[config.mk]
export PLATFORM = sky130hd
export DESIGN_NAME = led_blink_code_generator
export DESIGN_NICKNAME = d
export VERILOG_FILES = /design/src/rtl/lbc_pkg.sv /design/src/rtl/led_blink_code_generator.sv
export VERILOG_INCLUDE_DIRS = /design/src /design/src/rtl
export SDC_FILE = /design/constraint.sdc
export NUM_CORES = 1
export LEC_CHECK = 0
export CORE_ASPECT_RATIO = 1.1
export CORE_MARGIN = 8
export CORE_UTILIZATION = 30
export DETAILED_ROUTE_END_ITERATION = 10
export DONT_BUFFER_PORTS = 1
export MAX_ROUTING_LAYER = met4
export SYNTH_ARGS = -nofsm -noshare
export SYNTH_HDL_FRONTEND = slang
export SYNTH_SLANG_ARGS = --single-unit
[constraint.sdc]
create_clock -name clk_i -period 12.9 [get_ports clk_i]
set_input_delay 1.29 -clock clk_i [delete_from_list [all_inputs] [get_ports clk_i]]
set_output_delay 1.29 -clock clk_i [all_outputs]
set_load 0.05 [all_outputs]
[src/rtl/led_blink_code_generator_macros.svh]
// Assertion macros shared by the blink-code generator RTL.
`ifndef LED_BLINK_CODE_GENERATOR_MACROS_SVH
`define LED_BLINK_CODE_GENERATOR_MACROS_SVH

// Same-cycle implication, disabled while reset is asserted.
`define LBC_ASSERT_IMPLIES(lbl, clk, rst_n, ante, cons) \
  lbl: assert property (@(posedge clk) disable iff (!(rst_n)) (ante) |-> (cons)) \
    else $error("implication check failed");

// Next-cycle implication, disabled while reset is asserted.
`define LBC_ASSERT_NEXT(lbl, clk, rst_n, ante, cons) \
  lbl: assert property (@(posedge clk) disable iff (!(rst_n)) (ante) |=> (cons)) \
    else $error("next-cycle check failed");

`endif

[src/rtl/lbc_pkg.sv]
// Package: beat types, command codes and constants of the blink-code generator.
`timescale 1ns / 1ps
package lbc_pkg;

  // Command codes carried by an input beat
  typedef enum logic [1:0] {
    CMD_TICK  = 2'd0,
    CMD_BLINK = 2'd1,
    CMD_SET   = 2'd2,
    CMD_FAULT = 2'd3
  } cmd_e;

  // Configuration register indexes
  typedef enum logic [1:0] {
    REG_LONG_DELAY  = 2'd0,
    REG_SHORT_DELAY = 2'd1,
    REG_FAULT_DELAY = 2'd2
  } reg_idx_e;

  localparam int unsigned DelayW = 24;
  localparam int unsigned NumW   = 31;
  localparam int unsigned TogW   = 6;

  localparam logic [DelayW-1:0] LongDelayRst  = 24'd1000000;
  localparam logic [DelayW-1:0] ShortDelayRst = 24'd200000;
  localparam logic [DelayW-1:0] FaultDelayRst = 24'd210000;

  // Fault pattern length: 2*FAULT_BLINKS toggles, kept in a 6-bit counter
  localparam int unsigned FAULT_BLINKS = 20;
  localparam logic [TogW-1:0] FaultToggles = TogW'((2 * FAULT_BLINKS) % 64);

  // Reciprocal of ten for a 32-bit dividend: q = (x * Recip10) >> 35
  localparam logic [31:0] Recip10 = 32'hCCCC_CCCD;

  typedef struct packed {
    logic [1:0]      command;
    logic [NumW-1:0] number;
    logic            level;
  } in_beat_t;

  typedef struct packed {
    logic led_pin;
    logic busy_res;
    logic halted;
  } out_beat_t;

endpackage

[src/rtl/led_blink_code_generator.sv]
// Blink-code generator: a status LED sequencer driven by commands and ticks.
//
// Usage:
//  - Input channel (in_valid_i / in_stall_o / in_data_i): one beat is a tick or a
//    command (blink number, set led, fault). Non-tick commands are dropped while a
//    sequence runs or after the fault pattern has halted the block.
//  - Output channel (out_valid_o / out_stall_i / out_data_o): exactly one beat per
//    input beat, carrying pin level (active low), busy and halted after the update.
//  - Config port (cfg_we_i / cfg_idx_i / cfg_wdata_i): the three delay registers,
//    written while idle; index 3 is ignored. A zero delay acts as one tick.
//  - Each result is registered, in the result register or, while that one is held,
//    in the skid entry. Throughput: one beat per cycle unless stalled. The digit
//    split is one 31x32 reciprocal multiply registered with the remaining value.
//  - Stall: a two-entry output (result register plus skid) keeps accepting while
//    one result waits; in_stall_o rises only when both entries are full.
//  - Reset: LED lit, idle, not halted, delays at their default values.
`timescale 1ns / 1ps
`include "led_blink_code_generator_macros.svh"

module led_blink_code_generator
  import lbc_pkg::*;
(
  input  logic              clk_i,
  input  logic              rst_ni,
  input  logic              in_valid_i,
  output logic              in_stall_o,
  input  in_beat_t          in_data_i,
  output logic              out_valid_o,
  input  logic              out_stall_i,
  output out_beat_t         out_data_o,
  input  logic              cfg_we_i,
  input  logic [1:0]        cfg_idx_i,
  input  logic [DelayW-1:0] cfg_wdata_i
);

  localparam logic [2:0] PH_IDLE   = 3'd0;
  localparam logic [2:0] PH_LEAD   = 3'd1;
  localparam logic [2:0] PH_TOGGLE = 3'd2;
  localparam logic [2:0] PH_GAP    = 3'd3;
  localparam logic [2:0] PH_TAIL   = 3'd4;
  localparam logic [2:0] PH_FAULT  = 3'd5;
  localparam logic [2:0] PH_HALT   = 3'd6;

  // Delay registers
  logic [DelayW-1:0] long_q, short_q, fault_q;

  // Sequencer state
  logic              led_q, led_d;
  logic              saved_q, saved_d;
  logic [NumW-1:0]   rem_q, rem_d;
  logic [NumW-1:0]   quo_q, quo_d;
  logic [2:0]        phase_q, phase_d;
  logic [TogW-1:0]   tog_q, tog_d;
  logic [DelayW-1:0] wait_q, wait_d;
  logic              halt_q, halt_d;

  // Output register and skid entry
  logic      out_v_q, skid_v_q;
  out_beat_t out_q, skid_q, res;

  logic accept, pop;
  logic busy, stopped;
  logic [DelayW-1:0] long_eff, short_eff, fault_eff;
  logic [3:0] quo_x10, digit;
  logic [62:0] prod;

  assign accept = in_valid_i && !skid_v_q;
  assign pop    = out_v_q && !out_stall_i;

  assign busy    = (phase_q != PH_IDLE) && (phase_q != PH_HALT);
  assign stopped = halt_q || (phase_q == PH_HALT);

  // A zero delay counts as one tick
  assign long_eff  = (long_q  == '0) ? DelayW'(1) : long_q;
  assign short_eff = (short_q == '0) ? DelayW'(1) : short_q;
  assign fault_eff = (fault_q == '0) ? DelayW'(1) : fault_q;

  // Lowest decimal digit: rem - 10*quo, only the low nibble matters
  assign quo_x10 = 4'(quo_q[3:0] * 4'd10);
  assign digit   = 4'(rem_q[3:0] - quo_x10);

  // Quotient by ten of the next remaining value, registered with it
  assign prod  = 63'(rem_d) * 63'(Recip10);
  assign quo_d = NumW'(prod >> 35);

  // Config writes
  always_ff @(posedge clk_i or negedge rst_ni) begin
    if (!rst_ni) begin
      long_q  <= LongDelayRst;
      short_q <= ShortDelayRst;
      fault_q <= FaultDelayRst;
    end else if (cfg_we_i) begin
      case (cfg_idx_i)
        REG_LONG_DELAY:  long_q  <= cfg_wdata_i;
        REG_SHORT_DELAY: short_q <= cfg_wdata_i;
        REG_FAULT_DELAY: fault_q <= cfg_wdata_i;
        default: ;
      endcase
    end
  end

  // Sequencer next state for the accepted beat
  always_comb begin
    led_d   = led_q;
    saved_d = saved_q;
    rem_d   = rem_q;
    phase_d = phase_q;
    tog_d   = tog_q;
    wait_d  = wait_q;
    halt_d  = halt_q;
    if (accept) begin
      if (in_data_i.command == CMD_TICK) begin
        if (busy) begin
          wait_d = (wait_q != '0) ? wait_q - DelayW'(1) : wait_q;
          if (wait_q <= DelayW'(1)) begin
            case (phase_q)
              PH_LEAD, PH_GAP: begin
                if (rem_q != '0) begin
                  // start a digit group: 2*(d+1) toggles, first one now
                  tog_d   = TogW'({digit, 1'b1});
                  phase_d = PH_TOGGLE;
                  led_d   = ~led_q;
                  wait_d  = short_eff;
                end else begin
                  led_d   = 1'b1;
                  phase_d = PH_TAIL;
                  wait_d  = long_eff;
                end
              end
              PH_TOGGLE: begin
                if (tog_q != '0) begin
                  led_d  = ~led_q;
                  tog_d  = tog_q - TogW'(1);
                  wait_d = short_eff;
                end else begin
                  rem_d   = quo_q;
                  phase_d = PH_GAP;
                  wait_d  = long_eff;
                end
              end
              PH_TAIL: begin
                led_d   = saved_q;
                phase_d = PH_IDLE;
              end
              PH_FAULT: begin
                if (tog_q != '0) begin
                  led_d  = ~led_q;
                  tog_d  = tog_q - TogW'(1);
                  wait_d = fault_eff;
                end else begin
                  halt_d  = 1'b1;
                  phase_d = PH_HALT;
                end
              end
              default: ;
            endcase
          end
        end
      end else if (!busy && !stopped) begin
        case (in_data_i.command)
          CMD_BLINK: begin
            saved_d = led_q;
            led_d   = 1'b0;
            rem_d   = in_data_i.number;
            phase_d = PH_LEAD;
            wait_d  = long_eff;
          end
          CMD_SET: begin
            led_d = in_data_i.level;
          end
          CMD_FAULT: begin
            led_d   = ~led_q;
            tog_d   = (FaultToggles != '0) ? FaultToggles - TogW'(1) : FaultToggles;
            phase_d = PH_FAULT;
            wait_d  = fault_eff;
          end
          default: ;
        endcase
      end
    end
  end

  // Result of the beat, taken after the update
  always_comb begin
    res.led_pin  = ~led_d;
    res.busy_res = (phase_d != PH_IDLE) && (phase_d != PH_HALT);
    res.halted   = halt_d;
  end

  always_ff @(posedge clk_i or negedge rst_ni) begin
    if (!rst_ni) begin
      led_q   <= 1'b1;
      saved_q <= 1'b0;
      rem_q   <= '0;
      quo_q   <= '0;
      phase_q <= PH_IDLE;
      tog_q   <= '0;
      wait_q  <= '0;
      halt_q  <= 1'b0;
    end else begin
      led_q   <= led_d;
      saved_q <= saved_d;
      rem_q   <= rem_d;
      quo_q   <= quo_d;
      phase_q <= phase_d;
      tog_q   <= tog_d;
      wait_q  <= wait_d;
      halt_q  <= halt_d;
    end
  end

  // Output register with skid entry
  always_ff @(posedge clk_i or negedge rst_ni) begin
    if (!rst_ni) begin
      out_v_q  <= 1'b0;
      skid_v_q <= 1'b0;
    end else if (!out_v_q || pop) begin
      if (skid_v_q) begin
        out_v_q  <= 1'b1;
        skid_v_q <= 1'b0;
      end else begin
        out_v_q <= accept;
      end
    end else if (accept) begin
      skid_v_q <= 1'b1;
    end
  end

  always_ff @(posedge clk_i) begin
    if (!out_v_q || pop) begin
      if (skid_v_q) begin
        out_q <= skid_q;
      end else if (accept) begin
        out_q <= res;
      end
    end else if (accept) begin
      skid_q <= res;
    end
  end

  assign in_stall_o  = skid_v_q;
  assign out_valid_o = out_v_q;
  assign out_data_o  = out_q;

  // Checks
  `LBC_ASSERT_IMPLIES(a_skid_behind_main, clk_i, rst_ni, skid_v_q, out_v_q)
  `LBC_ASSERT_IMPLIES(a_halt_phase, clk_i, rst_ni, halt_q, phase_q == PH_HALT)
  `LBC_ASSERT_IMPLIES(a_busy_waits, clk_i, rst_ni, busy, wait_q != '0)
  `LBC_ASSERT_NEXT(a_halt_sticks, clk_i, rst_ni, halt_q, halt_q)

endmodule

==> impl_summary.md, run 1 <==
Worst setup path
The required time of the worst setup path is 13.28 ns. The cell count of the worst reg-to-reg path is 27. The maximum fanout along the worst path is 30. The minimum setup slack among reg-to-reg paths is 2.28 ns.

The data arrival time of the worst path is 11.04 ns. The worst register-to-register path begins at in_stall_o$_DFFE_PN0P_. The start-to-end type of the worst setup path is in -> reg.

The endpoint class of the critical path is a register. The worst flop-to-flop path endpoint is quo_q[26]$_DFF_PN0_. The startpoint type of the worst setup path is an input port.

Min path
Counting instances, the worst hold path has a depth of 1. In this run the worst hold path is classified as reg -> reg. The worst hold path begins at wait_q[0]$_DFFE_PN0P_. The worst-case hold path end point is wait_q[0]$_DFFE_PN0P_.

Synth
The synthesized netlist contains 88 unique library cells. The synthesized instance count is 2126. The area of the mapped netlist is 21300 µm².

The synthesized design spends more area on one cell type than any other, namely fa_1. In this run, synthesis produced a sequential element count of 175. In the synthesized netlist the async set-or-reset flop fraction comes to 96.6%. The most used flip-flop cell after synthesis is dfrtp_1. Yosys mapped a number of flops with a built-in enable equal to 6. The area fraction of the dominant cell type after synthesis is 21.5%. The mean cell area of the mapped netlist is 10.0 µm². The part of the Yosys area used for sequential elements is 20.8%.

Synthesis produced a netlist with a net count of 2729. Yosys attributes the largest share of cell area to fa_1 22%, ha_1 18%, dfrtp_1 17%. The warning count from the yosys run is 0.

Run
The max capacitance violation total is 0.

Floorplanning
In this run the horizontal extent of the chip is 270 µm. The initialized floorplan defines 102 standard-cell rows. The core region is 70300 µm².

The count of pins on the block boundary is 70. The floorplan step set the die height to 295 µm. The die area is 79800 µm². Once the floorplan was initialized, standard cells occupied 30.3% of the core.

Finish
After routing the design area is 23000 µm². The net count of the finished layout is 2707. In the final layout, the share of cells above drive strength 1 is 9.35%. Relative to the synthesized area, the layout overhead comes to 8.19%.

Clocking
The maximum number of buffers from clock root to sink is 2. The root buffer cell is clkbuf_16. The clock latency at the later pin of the worst-skew pair is 0.46 ns. The total setup buffers inserted after CTS is 0. The number of cells upsized or downsized after cts is 0. The total CTS buffers is 17. Hold repair after CTS inserted 0 buffers. TritonCTS built the clock tree. After clock tree synthesis, the clock-pin slew on the worst setup and hold paths is 0.07 ns. The depth of the CTS H-tree is 4. CTS saw 175 sinks.

Timing
The number of setup violations in the final report is 0. The total negative slack for setup checks is 0 ns. For the pin with the worst max-slew slack, the measured transition is 1.10 ns. Headroom to the max-slew limit came out at 25.1%. The final clock period utilization by the worst path is 82.7%.

Setup repair after global routing left no endpoint under its margin. The max-slew violation total from the final report is 0. The worst setup skew after layout is 0.0167 ns. For the finished layout, the period the worst path requires is 10.67 ns. The final-report hold violation count was 0. For this run, the top clock speed supported by timing is 0.0938 GHz.

Placed design
Routability-driven placement finished with a final weighted congestion of 0.909. The HPWL after detailed placement is 53800 µm. After detailed placement, the total cell area comes to 22400 µm².

The count of buffers added on input and output ports is 0.

Route
In this run, the number of DRC markers left after iteration 0 of detailed routing was 1470. After detailed routing, the total wire length is 64200 µm. The detailed-router iteration count before antenna repair is 8. Dividing the detail-routed wire length by the instance count gives 21.0 µm. In the routed layout, each cell is associated on average with a via count of 5.25. In the routed design, unresolved DRC markers number 0. The final route contains 16100 vias. The remaining number of nets flagged by the antenna check after routing is 0.

Global route
The global route total overflow is 0. The initial antenna violation count came to 11. The first global-routing pass estimated 100000 µm of wire. The overall global routing resource usage is 16.5%. The via count of the first global-routing pass is 17000.

The pin count of the biggest net entering global routing is 170.

Outcome
The run finished with clean final reports.
[layer usage]
layer | wire length, µm | track usage (%)
met5 | 0 | -
met4 | 1470 | 4.28
met3 | 3500 | 2.78
met2 | 31700 | 27.8
met1 | 27600 | 20.5
[cells by family after synthesis]
family,synth area share [%]
adders and majority gates,39.7
AOI/OAI and AO/OA,14.2
buffers and inverters,7.41
and+or+nand+nor,9.61
DFF,20.8
muxes,5.91
xor gates and xnor gates,2.43
[layout make-up]
type	count	area, µm²
sequential	175	4440
timing repair buffer	27	203
clock inverter	14	171
multi-input combinational	1543	15300
antenna	10	25.0
tap	936	1170
clock buffer	18	450
inverter	340	1280
fill	7137	47300
[placed cells by master (no fill, tap or decap), types with 30 or more instances in the layout]
cell and instances:
inv_1 340, ha_1 308, fa_1 229, dfrtp_1 148
nand2_1 97, nor2_1 91, a21oi_1 86, o21ai_0 81
mux2_2 78, a21o_1 64, nor3_1 41, mux2i_1 38
nor4_1 36, xnor2_1 30
[flip-flops by register name (all words and copies together), names as in the netlist]
| register | count |
|---|---|
| rem_q | 31 |
| quo_q | 28 |
| fault_q | 24 |
| long_q | 24 |
| short_q | 24 |
| wait_q | 24 |
| tog_q | 6 |
| out_data_o | 3 |
| phase_q | 3 |
| skid_q | 3 |
| halt_q | 1 |
| in_stall_o | 1 |
| led_q | 1 |
| out_valid_o | 1 |
| saved_q | 1 |
[cells in the mapped netlist, drive strengths merged, types with 41 or more instances]
| master | n |
|---|---|
| nand2 | 97 |
| dfrtp | 148 |
| o21ai | 83 |
| clkbuf | 54 |
| mux2 | 78 |
| fa | 229 |
| nor3 | 41 |
| ha | 309 |
| a21oi | 87 |
| a21o | 64 |
| inv | 340 |
| nor2 | 91 |
[critical path, stage by stage]
cell      delay, ns
nor2b_1        0.77
and3_2         0.96
mux2i_1        0.16
a32oi_1        0.66
ha_1           0.41
fa_1           0.63
fa_1           0.71
inv_1          0.08
fa_1           0.42
fa_1           0.55
inv_1          0.06
fa_1           0.48
fa_1           0.50
inv_1          0.05
fa_1           0.49
inv_1          0.04
ha_1           0.39
a21oi_1        0.13
o211ai_1       0.17
a21oi_1        0.08
or4_1          0.55
nor3_1         0.22
o31ai_1        0.18
a21oi_1        0.38
o21ai_0        0.26
o21bai_1       0.21
xor2_1         0.16
[per-stage QoR]
stage	worst slack, ns	hold slack [ns]	instances	utilization [%]
after detailed placement	1.84	0.502	3021	31.9
after global routing	1.78	0.509	3061	32.8
after global placement	2.07	0.483	3021	31.9
final	2.23	0.518	3063	32.8
after CTS	2.29	0.505	3053	32.7
after floorplan	3.41	0.461	2126	-
[worst max-delay path by stage]
stage	start	end	slack (ns)
3_5_place_dp	in_valid_i	quo_q[26]$_DFF_PN0_	1.84
4_1_cts	in_valid_i	quo_q[26]$_DFF_PN0_	2.29
3_3_place_gp	in_valid_i	quo_q[26]$_DFF_PN0_	2.07
6_report	in_valid_i	quo_q[26]$_DFF_PN0_	2.23
2_1_floorplan	in_data_i[33]	quo_q[20]$_DFF_PN0_	3.41
5_1_grt	in_stall_o$_DFFE_PN0P_	quo_q[26]$_DFF_PN0_	1.78
Power of run 1 is left out: the tool's default activity adds up to more than one toggle a clock period on the data nets, which glitch-free logic cannot reach.
==> run 2, diff against run 1 <==
- clock period: 12.9 -> 10.6 ns (I/O delays scaled with it)
==> run 2 against run 1 <==
  * Critical path depth is 3 higher
  * Non-clock buffer count is 14 higher
  * Final area is 0.21% higher
  * Cell count is 0.33% higher
  * Clock skew is 0.0026 ns lower
  * Register-to-register slack worse by 1.7 ns
  * Setup slack worse by 1.7 ns
  * Sequential share of layout area hardly changed
  * Hold slack worse by 0.19 ns
  * First-iteration DRC count is 7.8% lower
==> impl_summary.md, run 2 (synthesis gave the netlist of run 1 again) <==
Route
The detailed-router iteration count before antenna repair is 8 (unchanged). The final routed wirelength across all metal layers is 64400 µm (was 64200 µm). The number of DRC violations after detailed-routing iteration 0 was 1355 (was 1470). The DRC violations left is 0 (unchanged).

The average wire length per cell after detail routing was 21.0 µm (about the same). The average vias per placed instance is 5.28 (was 5.25). The remaining number of nets flagged by the antenna check after routing came to 0 (unchanged). The via total after detailed routing is 16200 (was 16100).

Timing
The measured slew at the worst slew-check pin is 1.18 ns (was 1.10 ns). The relative slew slack was 21.3% (was 25.1%). The max-slew violation total from the final report is 0 (unchanged).

Derived from the worst setup path, the maximum achievable clock frequency is 0.0997 GHz. The number of setup violations in the final report is 0 (unchanged). The final-report hold violation count was 0 (unchanged). The total negative slack for setup checks is 0 ns (unchanged). RSZ-0062 raised after global routing: false (unchanged).

The clock period could shrink to 10.03 ns. The worst setup skew after layout is 0.0141 ns (was 0.0167 ns). Dividing the final minimum period by the clock period gives 94.6%.

Floorplanning
The y dimension of the die is 295 µm (unchanged). The starting utilization of the core area is 30.3% (unchanged). The die area came to 79800 µm² (unchanged). The count of pins on the block boundary came to 70 (unchanged). The total core area is 70300 µm² (unchanged). The total number of placement rows is 102 (unchanged). The width of the chip is 270 µm (unchanged).

Global route
The via count of the first global-routing pass came to 17000 (about the same). The initial antenna violation count is 8 (was 11). The wire length of the first global-routing pass is 100000 µm (about the same). The global route total overflow is 0 (unchanged). The pin count of the biggest net entering global routing is 170 (unchanged).

The overall global routing resource usage was 16.5% (about the same).

Worst setup path
The required time of the worst setup path was 10.95 ns (was 13.28 ns). The endpoint class of the critical path was a register (unchanged). The cell count of the worst reg-to-reg path is 30 (was 27).

The delay of the slowest cell on the worst path came to 0.61 ns (was 0.96 ns). The start-to-end type of the worst setup path is reg -> reg (was in -> reg). The worst flop-to-flop path endpoint is quo_q[26]$_DFF_PN0_ (unchanged).

The data arrival time of the worst path was 10.38 ns (was 11.04 ns). The library cell appearing most often on the critical path is fa_1 (unchanged). The startpoint type of the worst setup path is a register (was input port). The maximum fanout along the worst path is 13 (was 30). The master of the slowest instance on the critical path is or4_4 (was and3_2). The minimum setup slack among reg-to-reg paths is 0.57 ns (was 2.28 ns). The beginning of the worst register-to-register path is wait_q[2]$_DFFE_PN0P_ (was in_stall_o$_DFFE_PN0P_).

Clocking
The clock latency at the later pin of the worst-skew pair came to 0.43 ns (was 0.46 ns). The root buffer cell is clkbuf_16 (unchanged). The depth of the CTS H-tree was 4 (unchanged). The CTS tree was built (unchanged). The CTS clock-pin slew for the worst setup and hold paths is 0.06 ns (was 0.07 ns). The total CTS buffers is 17 (unchanged). The maximum number of buffers from clock root to sink is 2 (unchanged). The number of clock sinks is 175 (unchanged).

Placed design
The count of port buffers added during placement is 0 (unchanged). The HPWL after detailed placement was 54500 µm (was 53800 µm). The routability congestion estimate from global placement is 0.917 (was 0.909). The placed instance count was 3035 (was 3021).

Finish
The fraction of final layout cells sized beyond drive strength 1 is 9.90% (was 9.35%). Highest-count cells in the layout ignoring fill and taps: 340 x inv_1, 308 x ha_1, 229 x fa_1, 148 x dfrtp_1, 97 x nand2_1 (unchanged). The growth of design area from synthesis to finish came to 8.42% (was 8.19%). The largest register by flop count is rem_q (unchanged).

Regs by FF count: rem_q x31, quo_q x28 (unchanged). The net count reported at finish is 2721 (was 2707). The most common cell after layout, fill and taps aside is inv_1 (unchanged).

The filler cell count is 7117 (was 7137). The flip-flop count of the largest register, all copies and words added was 31 (unchanged). The multi-input logic area is 15300 µm² (about the same).

The post-route non-filler standard cell count came to 3073 (was 3063). The area used by sequential logic in the layout is 4440 µm² (unchanged).

Min path
The worst hold path class is in -> async (was reg -> reg).

Outcome
Run status: finished, final reports clean (unchanged).

Run
The max capacitance violation total is 0 (unchanged).
run 2: cell types whose count changed in the layout (fill, tap and decap cells not counted), moves of 2 or more:
cell | before | now
buf_4 | 27 | 41
diode_2 | 10 | 6
inv_6 | 4 | 0
clkbuf_1 | 0 | 2
clkinv_4 | 1 | 3
clkinvlp_4 | 1 | 3
inv_8 | 3 | 1
run 2: what timing repair did:
action / CTS / global route
gates resized for setup: 0 / 1
endpoints found under the hold margin: 0 / 0
setup buffers: 0 / 0
hold buffers: 0 / 0
setup endpoints to repair: 0 / 2
run 2: metrics by stage:
step	setup WS, ns	hold WS [ns]	util [%]	area, µm²
2_1_floorplan	1.34	0.461	-	21300
4_1_cts	0.422	0.304	32.8	23100
3_3_place_gp	0.523	0.489	32.0	22500
3_5_place_dp	0.474	0.496	32.0	22500
6_report	0.570	0.328	32.8	23100
5_1_grt	0.0594	0.300	32.8	23100
run 2: worst max path at each step:
stage / startpoint / endpoint / slack (ns) / cells after the start
floorplan: in_data_i[33] / quo_q[20]$_DFF_PN0_ / 1.34 / 29
global placement: wait_q[2]$_DFFE_PN0P_ / quo_q[26]$_DFF_PN0_ / 0.52 / 30
detailed placement: wait_q[2]$_DFFE_PN0P_ / quo_q[26]$_DFF_PN0_ / 0.47 / 30
CTS: wait_q[2]$_DFFE_PN0P_ / quo_q[26]$_DFF_PN0_ / 0.42 / 30
global route: wait_q[0]$_DFFE_PN0P_ / quo_q[26]$_DFF_PN0_ / 0.06 / 32
finish: wait_q[2]$_DFFE_PN0P_ / quo_q[26]$_DFF_PN0_ / 0.57 / 30
run 2: final cells by class:
cell class / instances / area share (%)
multi-input cells: 1543 / 66.3
clock inverters: 13 / 0.612
clock buffers: 19 / 1.87
repair buffers: 41 / 1.33
inverters: 340 / 5.53
flip-flops and latches: 175 / 19.2
well taps: 936 / 5.07
diodes: 6 / 0.0650
run 2: metal layers:
layer,part of all wire [%],track usage (%),vias up
li1,-,-,7409
met1,42,20.6,8178
met2,50,28.0,568
met3,5.9,2.50,70
met4,1.9,3.87,0
met5,0,-,-
run 2: worst max-delay path, delay by kind of cell (launching register included):
| family | cells | cell delay [ns] |
|---|---|---|
| buf+inv | 6 | 0.68 |
| xor+xnor | 2 | 0.55 |
| fa+ha+maj | 8 | 3.84 |
| simple gates | 8 | 2.79 |
| flops | 1 | 0.45 |
| compound gates | 6 | 1.64 |
Power of run 2 is left out for the same reason.
